File: src/rtl/aba_pkg.sv
// Shared types and constants for the arena bump allocator.
// Holds request modes, register indexes and the item, config and result structs.
// No dependencies.
`timescale 1ns / 1ps

package aba_pkg;

  localparam int unsigned FIELD_W   = 25;
  localparam int unsigned ALIGN_W   = 4;
  localparam int unsigned CFG_IDX_W = 2;

  localparam logic [FIELD_W-1:0] INIT_CAP_RESET = 25'd4096;

  typedef enum logic [2:0] {
    MODE_ALLOC         = 3'd0,
    MODE_ALIGNED_ALLOC = 3'd1,
    MODE_MARK          = 3'd2,
    MODE_ROLLBACK      = 3'd3,
    MODE_REINIT        = 3'd4
  } mode_e;

  typedef enum logic [CFG_IDX_W-1:0] {
    CFG_GROW_ENABLE        = 2'd0,
    CFG_ROUND_INITIAL_SIZE = 2'd1,
    CFG_INITIAL_CAPACITY   = 2'd2
  } cfg_idx_e;

  typedef struct packed {
    logic [2:0]         mode;
    logic [FIELD_W-1:0] request_size;
    logic [ALIGN_W-1:0] alignment_log2;
    logic [FIELD_W-1:0] rollback_offset;
  } item_t;

  typedef struct packed {
    logic               grow_enable;
    logic               round_initial_size;
    logic [FIELD_W-1:0] initial_capacity;
  } cfg_t;

  typedef struct packed {
    logic               ok;
    logic [FIELD_W-1:0] result_offset;
    logic [FIELD_W-1:0] capacity_now;
    logic               grew;
  } result_t;

endpackage

File: src/rtl/aba_step.sv
// Single-request datapath of the arena bump allocator: padding, fit check,
// power-of-two growth and next state. Depends on aba_pkg.
`timescale 1ns / 1ps

module aba_step #(
  parameter int unsigned MAX_CAPACITY_LOG2 = 24,
  parameter int unsigned MAX_ALIGN_LOG2    = 12,
  parameter int unsigned CAP_W = (MAX_CAPACITY_LOG2 + 1 > 25) ? MAX_CAPACITY_LOG2 + 1 : 26
) (
  input  aba_pkg::item_t   item_i,
  input  aba_pkg::cfg_t    cfg_i,
  input  logic [CAP_W-1:0] used_i,
  input  logic [CAP_W-1:0] cap_i,
  output logic [CAP_W-1:0] used_o,
  output logic [CAP_W-1:0] cap_o,
  output aba_pkg::result_t result_o
);
  import aba_pkg::*;

  // two spare bits cover used + padding + request without wrap
  localparam int unsigned EW = CAP_W + 2;
  localparam logic [EW-1:0] CAP_LIMIT = EW'(1) << MAX_CAPACITY_LOG2;

  function automatic logic [EW-1:0] pow2_ceil(input logic [EW-1:0] x);
    logic [EW-1:0] v;
    v = x - EW'(1);
    for (int s = 1; s < int'(EW); s = s * 2) begin
      v = v | (v >> s);
    end
    if (x <= EW'(1)) begin
      pow2_ceil = EW'(1);
    end else begin
      pow2_ceil = v + EW'(1);
    end
  endfunction

  logic [EW-1:0] used_e, cap_e, amask, start, fin, grow_x, new_cap;
  logic [EW-1:0] init_raw, init_rnd, init_cap, mark_e;
  logic          align_ok, fits, grow_ok, alloc_ok;

  always_comb begin
    used_e   = EW'(used_i);
    cap_e    = EW'(cap_i);
    mark_e   = EW'(item_i.rollback_offset);
    align_ok = 32'(item_i.alignment_log2) <= 32'(MAX_ALIGN_LOG2);
    if (item_i.mode == MODE_ALIGNED_ALLOC && align_ok) begin
      amask = (EW'(1) << item_i.alignment_log2) - EW'(1);
    end else begin
      amask = '0;
    end
    start    = (used_e + amask) & ~amask;
    fin      = start + EW'(item_i.request_size);
    fits     = fin <= cap_e;
    grow_x   = cap_e + (fin - used_e);
    new_cap  = pow2_ceil(grow_x);
    grow_ok  = cfg_i.grow_enable && (grow_x <= CAP_LIMIT);
    alloc_ok = fits || grow_ok;

    // initial capacity: zero reads as one, optional rounding, saturate
    init_raw = (cfg_i.initial_capacity == '0) ? EW'(1) : EW'(cfg_i.initial_capacity);
    init_rnd = cfg_i.round_initial_size ? pow2_ceil(init_raw) : init_raw;
    init_cap = (init_rnd > CAP_LIMIT) ? CAP_LIMIT : init_rnd;
  end

  logic [CAP_W-1:0] used_d, cap_d;
  logic             ok_d, grew_d;
  logic [EW-1:0]    offset_d;

  always_comb begin
    used_d   = used_i;
    cap_d    = cap_i;
    ok_d     = 1'b0;
    grew_d   = 1'b0;
    offset_d = '0;
    unique case (item_i.mode)
      MODE_ALLOC, MODE_ALIGNED_ALLOC: begin
        if ((item_i.mode == MODE_ALLOC || align_ok) && alloc_ok) begin
          ok_d     = 1'b1;
          offset_d = start;
          used_d   = fin[CAP_W-1:0];
          if (!fits) begin
            cap_d  = new_cap[CAP_W-1:0];
            grew_d = 1'b1;
          end
        end
      end
      MODE_MARK: begin
        ok_d     = 1'b1;
        offset_d = used_e;
      end
      MODE_ROLLBACK: begin
        if (mark_e <= cap_e) begin
          ok_d   = 1'b1;
          used_d = mark_e[CAP_W-1:0];
        end
      end
      MODE_REINIT: begin
        ok_d   = 1'b1;
        used_d = '0;
        cap_d  = init_cap[CAP_W-1:0];
      end
      default: begin
      end
    endcase
  end

  assign used_o                 = used_d;
  assign cap_o                  = cap_d;
  assign result_o.ok            = ok_d;
  assign result_o.result_offset = offset_d[FIELD_W-1:0];
  assign result_o.capacity_now  = cap_d[FIELD_W-1:0];
  assign result_o.grew          = grew_d;

endmodule

File: src/rtl/arena_bump_allocator.sv
// Arena bump allocator: a two-register request pipeline around aba_step.
// Depends on aba_pkg and aba_step.
//
// Usage
//   Requests arrive on the input channel (in_valid_i / in_stall_o) with mode,
//   request size, alignment and rollback offset. Each request gives exactly
//   one result transfer on the output channel (out_valid_o / out_stall_i):
//   ok, start offset or mark, capacity after the request, and a grew flag.
//   A result is registered: the request waits in the input register and the
//   allocation logic loads the result register from it, so the result
//   transfer follows the input transfer through both registers. Throughput
//   is one request per cycle while the receiver does not stall, set by the
//   single update of the used-offset and capacity registers that every
//   request makes.
//   When the receiver stalls, the result register holds; the input register
//   still takes one more request, and after that in_stall_o rises.
//   The configuration port writes grow_enable, round_initial_size and
//   initial_capacity; write it only while no request is in flight. Initial
//   capacity settings take effect on a reinit request.
//   Reset empties both pipeline registers, clears the used offset and loads
//   the capacity from the reset initial capacity of 4096, saturated to
//   2**MAX_CAPACITY_LOG2.
`timescale 1ns / 1ps

module arena_bump_allocator #(
  parameter int unsigned MAX_CAPACITY_LOG2 = 24,
  parameter int unsigned MAX_ALIGN_LOG2    = 12
) (
  input  logic                               clk_i,
  input  logic                               rst_ni,
  input  logic                               cfg_we_i,
  input  logic [aba_pkg::CFG_IDX_W-1:0]      cfg_idx_i,
  input  logic [aba_pkg::FIELD_W-1:0]        cfg_wdata_i,
  input  logic                               in_valid_i,
  output logic                               in_stall_o,
  input  logic [2:0]                         mode_i,
  input  logic [aba_pkg::FIELD_W-1:0]        request_size_i,
  input  logic [aba_pkg::ALIGN_W-1:0]        alignment_log2_i,
  input  logic [aba_pkg::FIELD_W-1:0]        rollback_offset_i,
  output logic                               out_valid_o,
  input  logic                               out_stall_i,
  output logic                               ok_o,
  output logic [aba_pkg::FIELD_W-1:0]        result_offset_o,
  output logic [aba_pkg::FIELD_W-1:0]        capacity_now_o,
  output logic                               grew_o
);
  import aba_pkg::*;

  localparam int unsigned CAP_W =
    (MAX_CAPACITY_LOG2 + 1 > 25) ? MAX_CAPACITY_LOG2 + 1 : 26;
  localparam logic [63:0] LIMIT64 = 64'd1 << MAX_CAPACITY_LOG2;
  localparam logic [CAP_W-1:0] RESET_CAP =
    (64'(INIT_CAP_RESET) > LIMIT64) ? CAP_W'(LIMIT64) : CAP_W'(INIT_CAP_RESET);

  // configuration registers
  cfg_t cfg_q;

  always_ff @(posedge clk_i or negedge rst_ni) begin
    if (!rst_ni) begin
      cfg_q.grow_enable        <= 1'b0;
      cfg_q.round_initial_size <= 1'b0;
      cfg_q.initial_capacity   <= INIT_CAP_RESET;
    end else if (cfg_we_i) begin
      unique case (cfg_idx_i)
        CFG_GROW_ENABLE:        cfg_q.grow_enable        <= cfg_wdata_i[0];
        CFG_ROUND_INITIAL_SIZE: cfg_q.round_initial_size <= cfg_wdata_i[0];
        CFG_INITIAL_CAPACITY:   cfg_q.initial_capacity   <= cfg_wdata_i;
        default: begin
        end
      endcase
    end
  end

  // pipeline control: result advances when empty or taken
  logic in_valid_q, out_valid_q;
  logic out_adv, in_take;

  assign out_adv    = !out_valid_q || !out_stall_i;
  assign in_stall_o = in_valid_q && !out_adv;
  assign in_take    = in_valid_i && !in_stall_o;

  // input register
  item_t item_q;

  always_ff @(posedge clk_i or negedge rst_ni) begin
    if (!rst_ni) begin
      in_valid_q <= 1'b0;
    end else if (!in_stall_o) begin
      in_valid_q <= in_valid_i;
    end
  end

  always_ff @(posedge clk_i) begin
    if (in_take) begin
      item_q.mode            <= mode_i;
      item_q.request_size    <= request_size_i;
      item_q.alignment_log2  <= alignment_log2_i;
      item_q.rollback_offset <= rollback_offset_i;
    end
  end

  // allocator state and single-pass update
  logic [CAP_W-1:0] used_q, cap_q, used_d, cap_d;
  result_t          res_d, res_q;
  logic             step_fire;

  assign step_fire = in_valid_q && out_adv;

  aba_step #(
    .MAX_CAPACITY_LOG2 (MAX_CAPACITY_LOG2),
    .MAX_ALIGN_LOG2    (MAX_ALIGN_LOG2),
    .CAP_W             (CAP_W)
  ) u_step (
    .item_i   (item_q),
    .cfg_i    (cfg_q),
    .used_i   (used_q),
    .cap_i    (cap_q),
    .used_o   (used_d),
    .cap_o    (cap_d),
    .result_o (res_d)
  );

  always_ff @(posedge clk_i or negedge rst_ni) begin
    if (!rst_ni) begin
      used_q      <= '0;
      cap_q       <= RESET_CAP;
      out_valid_q <= 1'b0;
    end else begin
      if (step_fire) begin
        used_q <= used_d;
        cap_q  <= cap_d;
      end
      if (out_adv) begin
        out_valid_q <= in_valid_q;
      end
    end
  end

  // result register, holds while the receiver stalls
  always_ff @(posedge clk_i) begin
    if (step_fire) begin
      res_q <= res_d;
    end
  end

  assign out_valid_o     = out_valid_q;
  assign ok_o            = res_q.ok;
  assign result_offset_o = res_q.result_offset;
  assign capacity_now_o  = res_q.capacity_now;
  assign grew_o          = res_q.grew;

`ifndef NO_ASSERTIONS
  // offset never runs past the capacity
  assert property (@(posedge clk_i) disable iff (!rst_ni) used_q <= cap_q)
    else $error("used offset beyond capacity");

  // capacity stays within one and the limit
  assert property (@(posedge clk_i) disable iff (!rst_ni)
    (cap_q != '0) && (64'(cap_q) <= LIMIT64))
    else $error("capacity out of range");

  // growth is only reported on a successful request
  assert property (@(posedge clk_i) disable iff (!rst_ni)
    out_valid_q && res_q.grew |-> res_q.ok)
    else $error("grew without ok");

  // a held request is not dropped while the result side is blocked
  assert property (@(posedge clk_i) disable iff (!rst_ni)
    in_valid_q && !out_adv |=> in_valid_q && out_valid_q)
    else $error("pending request lost under stall");
`endif

endmodule
File: config.mk
export PLATFORM = sky130hd
export DESIGN_NAME = arena_bump_allocator
export DESIGN_NICKNAME = d
export VERILOG_FILES = /design/src/rtl/aba_pkg.sv /design/src/rtl/aba_step.sv /design/src/rtl/arena_bump_allocator.sv
export SDC_FILE = /design/constraint.sdc
export NUM_CORES = 1
export LEC_CHECK = 0
export ABC_AREA = 0
export BUFFER_PORTS_ARGS = -buffer_cell sky130_fd_sc_hd__clkbuf_2
export CORE_MARGIN = 2
export CORE_UTILIZATION = 51
export DETAILED_ROUTE_END_ITERATION = 6
export PLACE_DENSITY_LB_ADDON = 0.05
export SLEW_MARGIN = 20
export SYNTH_ARGS = -nofsm -noshare
export SYNTH_HDL_FRONTEND = slang
export SYNTH_SLANG_ARGS = --single-unit
File: constraint.sdc
create_clock -name clk_i -period 14.65 [get_ports clk_i]
set_clock_uncertainty 0.1 [all_clocks]
set_input_delay 2.93 -clock clk_i [delete_from_list [all_inputs] [get_ports clk_i]]
set_output_delay 2.93 -clock clk_i [all_outputs]
set_load 0.01 [all_outputs]
# Word level (Yosys, flattened, before mapping)
# Cells that the tools add are included.
op_classes:
  eq_ne: 9
  shift: 1
  multipliers: 0
  bitwise_logic: 12
  n_reduce_logical: 26
  div: 0
  muxes: 18
  order_cmp: 7
  add_sub_neg: 9
op_table:
  columns: ["op", "n"]
  rows:
  - ["$mux W26", 6]
  - ["$mux W28", 3]
  - ["$pmux W26 S3", 1]
  - ["$add A26 B28 Y28", 2]
  - ["$le A28 B1 Y1 const B", 2]
  - ["$or A28 B20 Y28", 2]
  - ["$or A28 B24 Y28", 2]
  - ["$or A28 B26 Y28", 2]
  - ["$or A28 B27 Y28", 2]
  - ["$sub A28 B1 Y28 const B", 2]
  - ["$pmux W26 S2", 1]
  - ["$mux W25", 2]
  - ["$pmux W25 S2", 1]
  - ["$add A28 B1 Y28 const B", 1]
  - ["$add A28 B25 Y28", 1]
  - ["$and A28 B28 Y28", 1]
  - ["$gt A28 B25 Y1 const B", 1]
  - ["$le A28 B25 Y1 const B", 1]
  - ["$le A28 B26 Y1", 1]
  - ["$not A28 Y28", 1]
  - ["$or A28 B12 Y28", 1]
  - ["$shl A1 B4 Y28 const A", 1]
  - ["$sub A28 B2 Y28 const B", 1]
  - ["$sub A28 B26 Y28", 1]
  - ["other kinds (24)", 43]
word_totals:
  rom_bits: 0
  out_inout_bits: 54
  regBits: 190
  mem_count: 0
  in_bits: 89
  ram_bits: 0
  latchBits: 0

# Longest topological paths before layout
# Gate-level depths: netlist of the first run.
logic_depth:
  depth_word: 19
  depth_mapped: 51

# Modules after synthesis
# A second synthesis of the first run with hierarchy kept.
unflattened:
  hier_cells: 1864
  area_unflattened_um2: 17219.0
by_module_without_submodules:
  columns: ["module", "instances", "area_each_um2", "cells_each", "seq_area_each_um2"]
  rows:
  - ["aba_step", 1, 10885.4, 1579, 0.0]
  - ["arena_bump_allocator", 1, 6333.6, 285, 5302.6]

# Worst setup path before layout of the first run
# Ideal clock, no wire load.
synth_timing:
  path_kind: "register to register"
  startpoint: "reg item_q[27] (netlist bit)"
  endpoint: "reg res_q, in the netlist capacity_now_o[2], data pin"
  t_required_ps: 14289
  setup_slack_ps: 4060
  arrival_time_ps: 10229
  path_stages_with_launch: 47
  setup_ps: 261
  n_path_buf: 2
  path_cell_list: "edfxtp_1 -> nor4_1 -> inv_1 -> ha_1 -> or4b_2 -> a21oi_1 -> a21oi_1 -> nor2_1 -> ha_1 -> a21o_1 -> a21o_1 -> a211oi_1 -> o31ai_1 -> a211oi_1 -> nor2_1 -> or2_2 -> a31oi_1 -> o21bai_1 -> [... 11 more ...] -> xnor2_1 -> inv_1 -> fa_1 -> inv_1 -> ha_1 -> clkbuf_1 -> mux2i_1 -> o21ai_0 -> nor3b_1 -> a31oi_1 -> a311oi_1 -> o22ai_2 -> nor4_1 -> nand4_1 -> ha_1 -> clkbuf_1 -> xnor2_1 -> a221o_1"
synth_between:
  elab_chain_len: 19
  elab_cells_between_ends: 29
synth_rtl:
  columns: ["item", "line", "source"]
  rows:
  - ["start, declared", "arena_bump_allocator.sv:83", "item_t item_q;"]
  - ["$shl A1 B4 Y28 / $le A4 B4 Y1 (equally long branches)", "aba_step.sv:47, aba_step.sv:45", null]
  - ["$sub A28 B2 Y28 / $logic_and A1 B1 Y1 (equally long branches)", "aba_step.sv:47, aba_step.sv:46", null]
  - ["$mux W28", "aba_step.sv:46", "if (item_i.mode == MODE_ALIGNED_ALLOC && align_ok) begin"]
  - ["$add A26 B28 Y28 / $not A28 Y28 (equally long branches)", "aba_step.sv:51", "start = (used_e + amask) & ~amask;"]
  - ["$and A28 B28 Y28", "aba_step.sv:51", null]
  - ["$add A28 B25 Y28", "aba_step.sv:52", "fin = start + EW'(item_i.request_size);"]
  - ["$sub A28 B26 Y28", "aba_step.sv:54", "grow_x = cap_e + (fin - used_e);"]
  - ["$add A26 B28 Y28", "aba_step.sv:54", null]
  - ["[... 4 more ...]", null, null]
  - ["$or A28 B20 Y28", "aba_step.sv:28", "v = v | (v >> s);"]
  - ["$or A26 B12 Y26", "aba_step.sv:28", null]
  - ["$add A26 B1 Y26", "aba_step.sv:33", "pow2_ceil = v + EW'(1);"]
  - ["$mux W26", "aba_step.sv:30", "if (x <= EW'(1)) begin"]
  - ["$mux W26", "aba_step.sv:81", "if (!fits) begin"]
  - ["$mux W26 (*)", "aba_step.sv:77", "if ((item_i.mode == MODE_ALLOC || align_ok) && alloc_ok) begin"]
  - ["$pmux W26 S2 (*)", "aba_step.sv:75", "unique case (item_i.mode)"]
  - ["net cap_d[2]", "arena_bump_allocator.sv:103", "logic [CAP_W-1:0] used_q, cap_q, used_d, cap_d;"]
  - ["end signal, assigned", "arena_bump_allocator.sv:142", "res_q <= res_d;"]
  - ["end, declared", "arena_bump_allocator.sv:104", "result_t res_d, res_q;"]
# Mark *: on every way through the listed nets, which the timed path passes. The rest lies on a longest branch. The select of a mux whose other input is x is not followed.
# A chain may end at the register's enable or synchronous reset.

# Worst setup path in the final report of the first run
layout_timing:
  startpoint: "reg item_q[27] (netlist bit)"
  endpoint: "reg res_q, in the netlist capacity_now_o[8], data pin"
# Same word-level chain as after synthesis.

==> results.ini, run 1 <==
[outcome]
status=complete, no violations

[timing]
max_freq_ghz=0.07793
max_slew_margin=0.2596
maxSlewViolCount=0
rsz0062_at_grt=false
setup_tns_ps=0
setup_viol=0
timing.final.ws_setup_ps=1818
fin_crit_sh=0.8759
worst_slew_pin_slew_ps=1110
finalHoldViolCount=0
min_period_ps=12830

[clock_network]
clockBufferDepth=2
cts_tree=built
clkTransAtPathRegs_ps=80
insertion_delay_ps=470
cts_hold_buf=0
cts_htree_levels=4
cts_buffers=17
cts.sinks=190
cts_root_buffer=clkbuf_16
post_cts_buffers=0
cts_resized=0

[final_layout]
drive_gt1_frac=0.1424
layoutNonFillerInstCount=2470
syn_to_final_growth_pct=10.14
final_util=0.5681
mostFrequentLayoutCell=nor2_1
nets=2266
final_cell_mix=nor2_1, ha_1, clkbuf_2
n_antenna_cell=0

[route]
drc=0
drtIter0Drc=1034
first_pass_iters=5
wirelength_um=53620
wl_per_cell_um=21.71
ant_nets=0
vias=15530
viasPerCell=6.285

[synth]
ys_seq_area_frac=0.3082
synth_edf_count=109
synthMuxAreaShare=0.04472
synthAdderAreaFrac=0.1315
yosys.area.top_type_share=0.1902
ys_top_cells_by_area=edfxtp_1, dfrtp_1, ha_1
async_flop_share=0.4263
avgSynthCellArea_um2=9.061
synth_ff_type=edfxtp_1
synthXorXnorAreaFrac=0.04683
synth_compound_area_frac=0.2221
yosysTopAreaCell=edfxtp_1
synth_top_family_by_area=compound AO/OA/AOI/OAI gates
netlist_instances=1899
synth-seq-cells=190
synth_cell_types=100
yosys.area_share.simple=0.2010
yosysWarnings=0
syn-cell-area_um2=17210

[global_routing]
grt_max_degree=59
use_met3=0.03706
grt_pass1_vias=15050
antenna_found_initial=0
use_met1=0.3977
busiest_layer=met2
overflow=0
grtUsageTotal=0.3022
grt_use_met2=0.5130
grt_first_pass_wirelength_um=83630

[worst_setup_path]
r2r_start=item_q[27]
critPathMaxStageDelay_ps=630
timing.critical_path.from=item_q[27]
arrival_ps=13070
path_class=register to register
cp.required_ps=14880
cp-end-kind=register
slowest_stage=nor4_1
cp-start-kind=register
path_max_fanout=15

[flow_run]
cap_violations=0

[placed_design]
place_congestion=0.9316
dp_cells=2439
dp_hpwl_um=42600
pre_cts_ws_ps=2034
portBuffers=142

[floorplan]
die-area_um2=35230
io_pins=143
core-area_um2=33360
die_y_um=187.7
die_w_um=187.7
initial_core_util=0.5158
rows=67

[worst_hold_path]
hold_path_class=register to register
hp-start=in_valid_q

## cell families after synthesis
| kind of cell | count (synthesis) |
|---|---|
| and+or+nand+nor | 644 |
| AOI/OAI and AO/OA | 536 |
| buffers and inverters | 198 |
| DFF | 190 |
| adders and majority gates | 167 |
| xor gates and xnor gates | 92 |
| muxes | 71 |
| other | 1 |
## cell usage after synthesis (all sizes together), types with 11 or more instances
| library cell | instances |
|---|---|
| or3 | 25 |
| mux2i | 27 |
| nand3 | 54 |
| o31ai | 16 |
| a211o | 11 |
| xnor2 | 51 |
| o21a | 29 |
| nor3 | 67 |
| a21o | 54 |
| a211oi | 20 |
| buf | 20 |
| nor2b | 23 |
| a21oi | 105 |
| a22o | 44 |
| and3 | 19 |
| mux2 | 44 |
| nor4 | 29 |
| o211ai | 11 |
| and2 | 24 |
| nor3b | 11 |
| a31oi | 14 |
| dfrtp | 79 |
| edfxtp | 109 |
| nand3b | 11 |
| nor2 | 149 |
| ha | 144 |
| inv | 120 |
| xor2 | 41 |
| clkbuf | 57 |
| fa | 23 |
| a22oi | 34 |
| nand2 | 122 |
| nand4 | 32 |
| nand2b | 23 |
| o21ai | 83 |
## final timing paths
kind                                          end  slack, ps  cells after the start
max in group asynchronous                cap_q[4]      11080                      2
worst min register to register        out_valid_o        400                      1
worst max-delay path            capacity_now_o[8]       1820                     45
worst min-delay path                  out_valid_o        400                      1
worst max register to register  capacity_now_o[8]       1820                     45
min in group asynchronous              used_q[23]       2270                      1
## state kept, by name, summed over array words and instances, names as in the netlist
signal           count
capacity_now_o      25
out_valid_o          1
result_offset_o     25
cfg_q               27
cap_q               26
ok_o                 1
in_valid_q           1
used_q              26
grew_o               1
item_q              57
## cell type report
| class | instances | area, um2 |
|---|---|---|
| clock inverter | 13 | 168.9 |
| tap | 448 | 560.5 |
| fill | 3047 | 14410 |
| sequential | 190 | 5303 |
| clock buffer | 18 | 439.2 |
| inverter | 121 | 454.2 |
| multi-input combinational | 1521 | 11180 |
| timing repair buffer | 159 | 844.6 |
## routing by layer
| metal | wire length [um] | vias up |
|---|---|---|
| li1 | - | 7366 |
| met1 | 23980 | 7548 |
| met2 | 25310 | 520 |
| met3 | 2554 | 91 |
| met4 | 1778 | 0 |
| met5 | 0 | - |
## worst max-delay path, delay by kind of cell, from the launching register on
kind | cells | cell delay (ps)
AO/OA/AOI/OAI | 19 | 4170
XOR/XNOR | 1 | 430
adder cells (fa/ha/maj) | 6 | 2360
buffers and inverters | 4 | 570
flip-flops | 1 | 580
multiplexers | 1 | 200
AND/OR/NAND/NOR | 14 | 4240
## stage by stage
step                hold WS [ps]  cell area [um2]
CTS                        399.8            18950
floorplan                  357.4            17250
global placement           384.9            18330
global route               423.4            18950
finish                     395.3            18950
detailed placement         391.9            18350
Power of run 1 is left out: the tool's default activity adds up to more than one toggle a clock period on the data nets, which glitch-free logic cannot reach.
==> run 2, diff against run 1 <==
Settings changed: ABC_AREA 0 to 1, CORE_MARGIN 2 to 5.
==> results.ini, run 2 <==
[outcome]
status=complete, no violations  ; unchanged

[clock_network]
clockBufferDepth=2  ; unchanged
cts_hold_buf=0  ; unchanged
clkTransAtPathRegs_ps=80  ; about the same
cts_htree_levels=4  ; unchanged
cts_root_buffer=clkbuf_16  ; unchanged
cts_resized=0  ; unchanged
post_cts_buffers=0  ; unchanged
cts.sinks=190  ; unchanged
insertion_delay_ps=490  ; was 470 ps
cts_tree=built  ; unchanged
cts_buffers=17  ; unchanged

[global_routing]
use_met1=0.4231  ; was 0.3977
grt_use_met2=0.4917  ; was 0.5130
use_met3=0.04322  ; was 0.03706
antenna_found_initial=0  ; unchanged
grt_max_degree=78  ; was 59
busiest_layer=met2  ; unchanged
grt_first_pass_wirelength_um=94010  ; was 83630 um
grt_pass1_vias=17080  ; was 15050
overflow=0  ; unchanged
grtUsageTotal=0.3049  ; was 0.3022

[floorplan]
initial_core_util=0.5184  ; was 0.5158
die_w_um=197.8  ; was 187.7 um
die-area_um2=39140  ; was 35230 um2
rows=68  ; was 67
core-area_um2=34710  ; was 33360 um2
die_y_um=197.8  ; was 187.7 um
io_pins=143  ; unchanged

[route]
drtIter0Drc=1471  ; was 1034
ant_nets=0  ; unchanged
wl_per_cell_um=18.89  ; was 21.71 um
wirelength_um=60470  ; was 53620 um
drc=0  ; unchanged
viasPerCell=5.620  ; was 6.285
first_pass_iters=6  ; was 5
vias=17990  ; was 15530

[worst_setup_path]
cp-start-kind=register  ; unchanged
ff2ff_setup_slack_ps=3560  ; was 1820 ps
cp_common_cell=nand2_1
arrival_ps=11210  ; was 13070 ps
path_class=register to register  ; unchanged
cp-end-kind=register  ; unchanged
reg2reg_to=capacity_now_o[10]  ; was capacity_now_o[8]
worstRegToRegCells=56  ; was 45
slowest_stage=ha_1  ; was nor4_1
cp.required_ps=14770  ; was 14880 ps
critPathMaxStageDelay_ps=520  ; was 630 ps
path_max_fanout=11  ; was 15
r2r_start=item_q[55]  ; was item_q[27]

[timing]
maxSlewViolCount=0  ; unchanged
worst_slew_pin_slew_ps=1080  ; was 1110 ps
fin_crit_sh=0.7568  ; was 0.8759
finalHoldViolCount=0  ; unchanged
rsz0062_at_grt=false  ; unchanged
setup_tns_ps=0  ; unchanged
setup_viol=0  ; unchanged
min_period_ps=11090  ; was 12830 ps
max_slew_margin=0.2802  ; was 0.2596
max_freq_ghz=0.09019  ; was 0.07793 GHz

[synth]
synth_ff_type=edfxtp_1  ; unchanged
synthTopCellsByCount=nand2_1, inv_1, nor2_1  ; was nor2_1, ha_1, nand2_1
synth_cell_types=62  ; was 100
yosysTopAreaCell=edfxtp_1  ; unchanged
syn-cell-area_um2=17990  ; was 17210 um2
ys_seq_area_frac=0.2947  ; was 0.3082
avgSynthCellArea_um2=6.948  ; was 9.061 um2
synth_edf_count=109  ; unchanged
yosysWarnings=0  ; unchanged
netlist_instances=2590  ; was 1899
async_flop_share=0.4263  ; unchanged
ys_top_cells_by_area=edfxtp_1, nand2_1, dfrtp_1  ; was edfxtp_1, dfrtp_1, ha_1
synth-seq-cells=190  ; unchanged
yosys.area.top_type_share=0.1819  ; was 0.1902
synth.most_common_cell=nand2_1  ; was nor2_1

[worst_hold_path]
hold_path_class=register to register  ; unchanged
min_path_cells=2  ; was 1
hold_path_end=cap_q[15]  ; was out_valid_o
hp-start=cap_q[15]  ; was in_valid_q

[final_layout]
largest_register_ffs=57  ; unchanged
n_antenna_cell=0  ; unchanged
final_cell_mix=nand2_1, inv_1, nor2_1  ; was nor2_1, ha_1, clkbuf_2
drive_gt1_frac=0.1194  ; was 0.1424
register_area_um2=5303  ; unchanged
syn_to_final_growth_pct=9.999  ; was 10.14%
max_flop_register=item_q  ; unchanged
multi_input_area_um2=11010  ; was 11180 um2
biggestRegsByFlops=item_q (57), cfg_q (27)  ; unchanged
nFillCells=3415  ; was 3047
mostFrequentLayoutCell=nand2_1  ; was nor2_1
nets=2989  ; was 2266

[placed_design]
place_congestion=0.9965  ; was 0.9316
portBuffers=142  ; unchanged
dp_hpwl_um=49610  ; was 42600 um

[flow_run]
cap_violations=0  ; unchanged

## run 2: cell types whose count changed after synthesis, sizes merged, moves of 37 or more
cell    before  now
nand2      122  715
inv        120  404
nand3       54  237
nor2       149  317
a21o        54    6
a21oi      105  150
mux2        44    0
clkbuf      57   18
a22o        44    7
## run 2: per-layer routing
layer  up-vias  share of wire
met5         -              0
met4         0          0.034
met3       121          0.065
met2       693           0.46
met1      8407           0.44
li1       8768              -
## run 2: cell families (layout without fill, tap and decap cells)
logic type	after synthesis	in the layout	synth area share
XOR/XNOR	66	66	0.03212
AND/OR/NAND/NOR	1382	1382	0.3421
other	1	11	0.0002084
flip-flops	190	190	0.2947
buffers and inverters	448	594	0.09637
adder cells (fa/ha/maj)	167	167	0.1257
AO/OA/AOI/OAI	336	336	0.1088
## run 2: critical path, delay by kind of cell (launching register included)
kind	cells	cell delay, ps
and+or+nand+nor	32	4350
AOI/OAI and AO/OA	10	2450
adders and majority gates	5	2070
buffers and inverters	7	780
xor gates and xnor gates	2	610
DFF	1	420
## run 2: cell type report
type,instances,area share
inverters,413,0.07832
repair buffers,149,0.03869
well taps,455,0.02876
clock inverters,14,0.008281
multi-input cells,1962,0.5564
clock buffers,18,0.02168
flip-flops and latches,190,0.2679
## run 2: stage by stage
step	instance area [um2]	std cells	util	hold WS [ps]	setup slack, ps
after global placement	19200	3169	0.5531	362.5	4106
after CTS	19790	3201	0.5702	400.7	3706
after floorplan	18030	2600	-	334.0	6046
final	19790	3201	0.5702	399.5	3563
after global routing	19790	3201	0.5702	419.6	2689
after detailed placement	19200	3169	0.5531	377.7	3852
## run 2: worst max path at each step
stage / from / end / slack (ps) / depth (start not counted)
floorplan: item_q[56] / capacity_now_o[22] / 6050 / 54
global placement: item_q[56] / capacity_now_o[6] / 4110 / 57
detailed placement: item_q[55] / capacity_now_o[10] / 3850 / 56
CTS: item_q[55] / capacity_now_o[10] / 3710 / 56
global route: item_q[55] / cap_q[6] / 2690 / 59
finish: item_q[55] / capacity_now_o[10] / 3560 / 56
Power of run 2 is left out for the same reason.
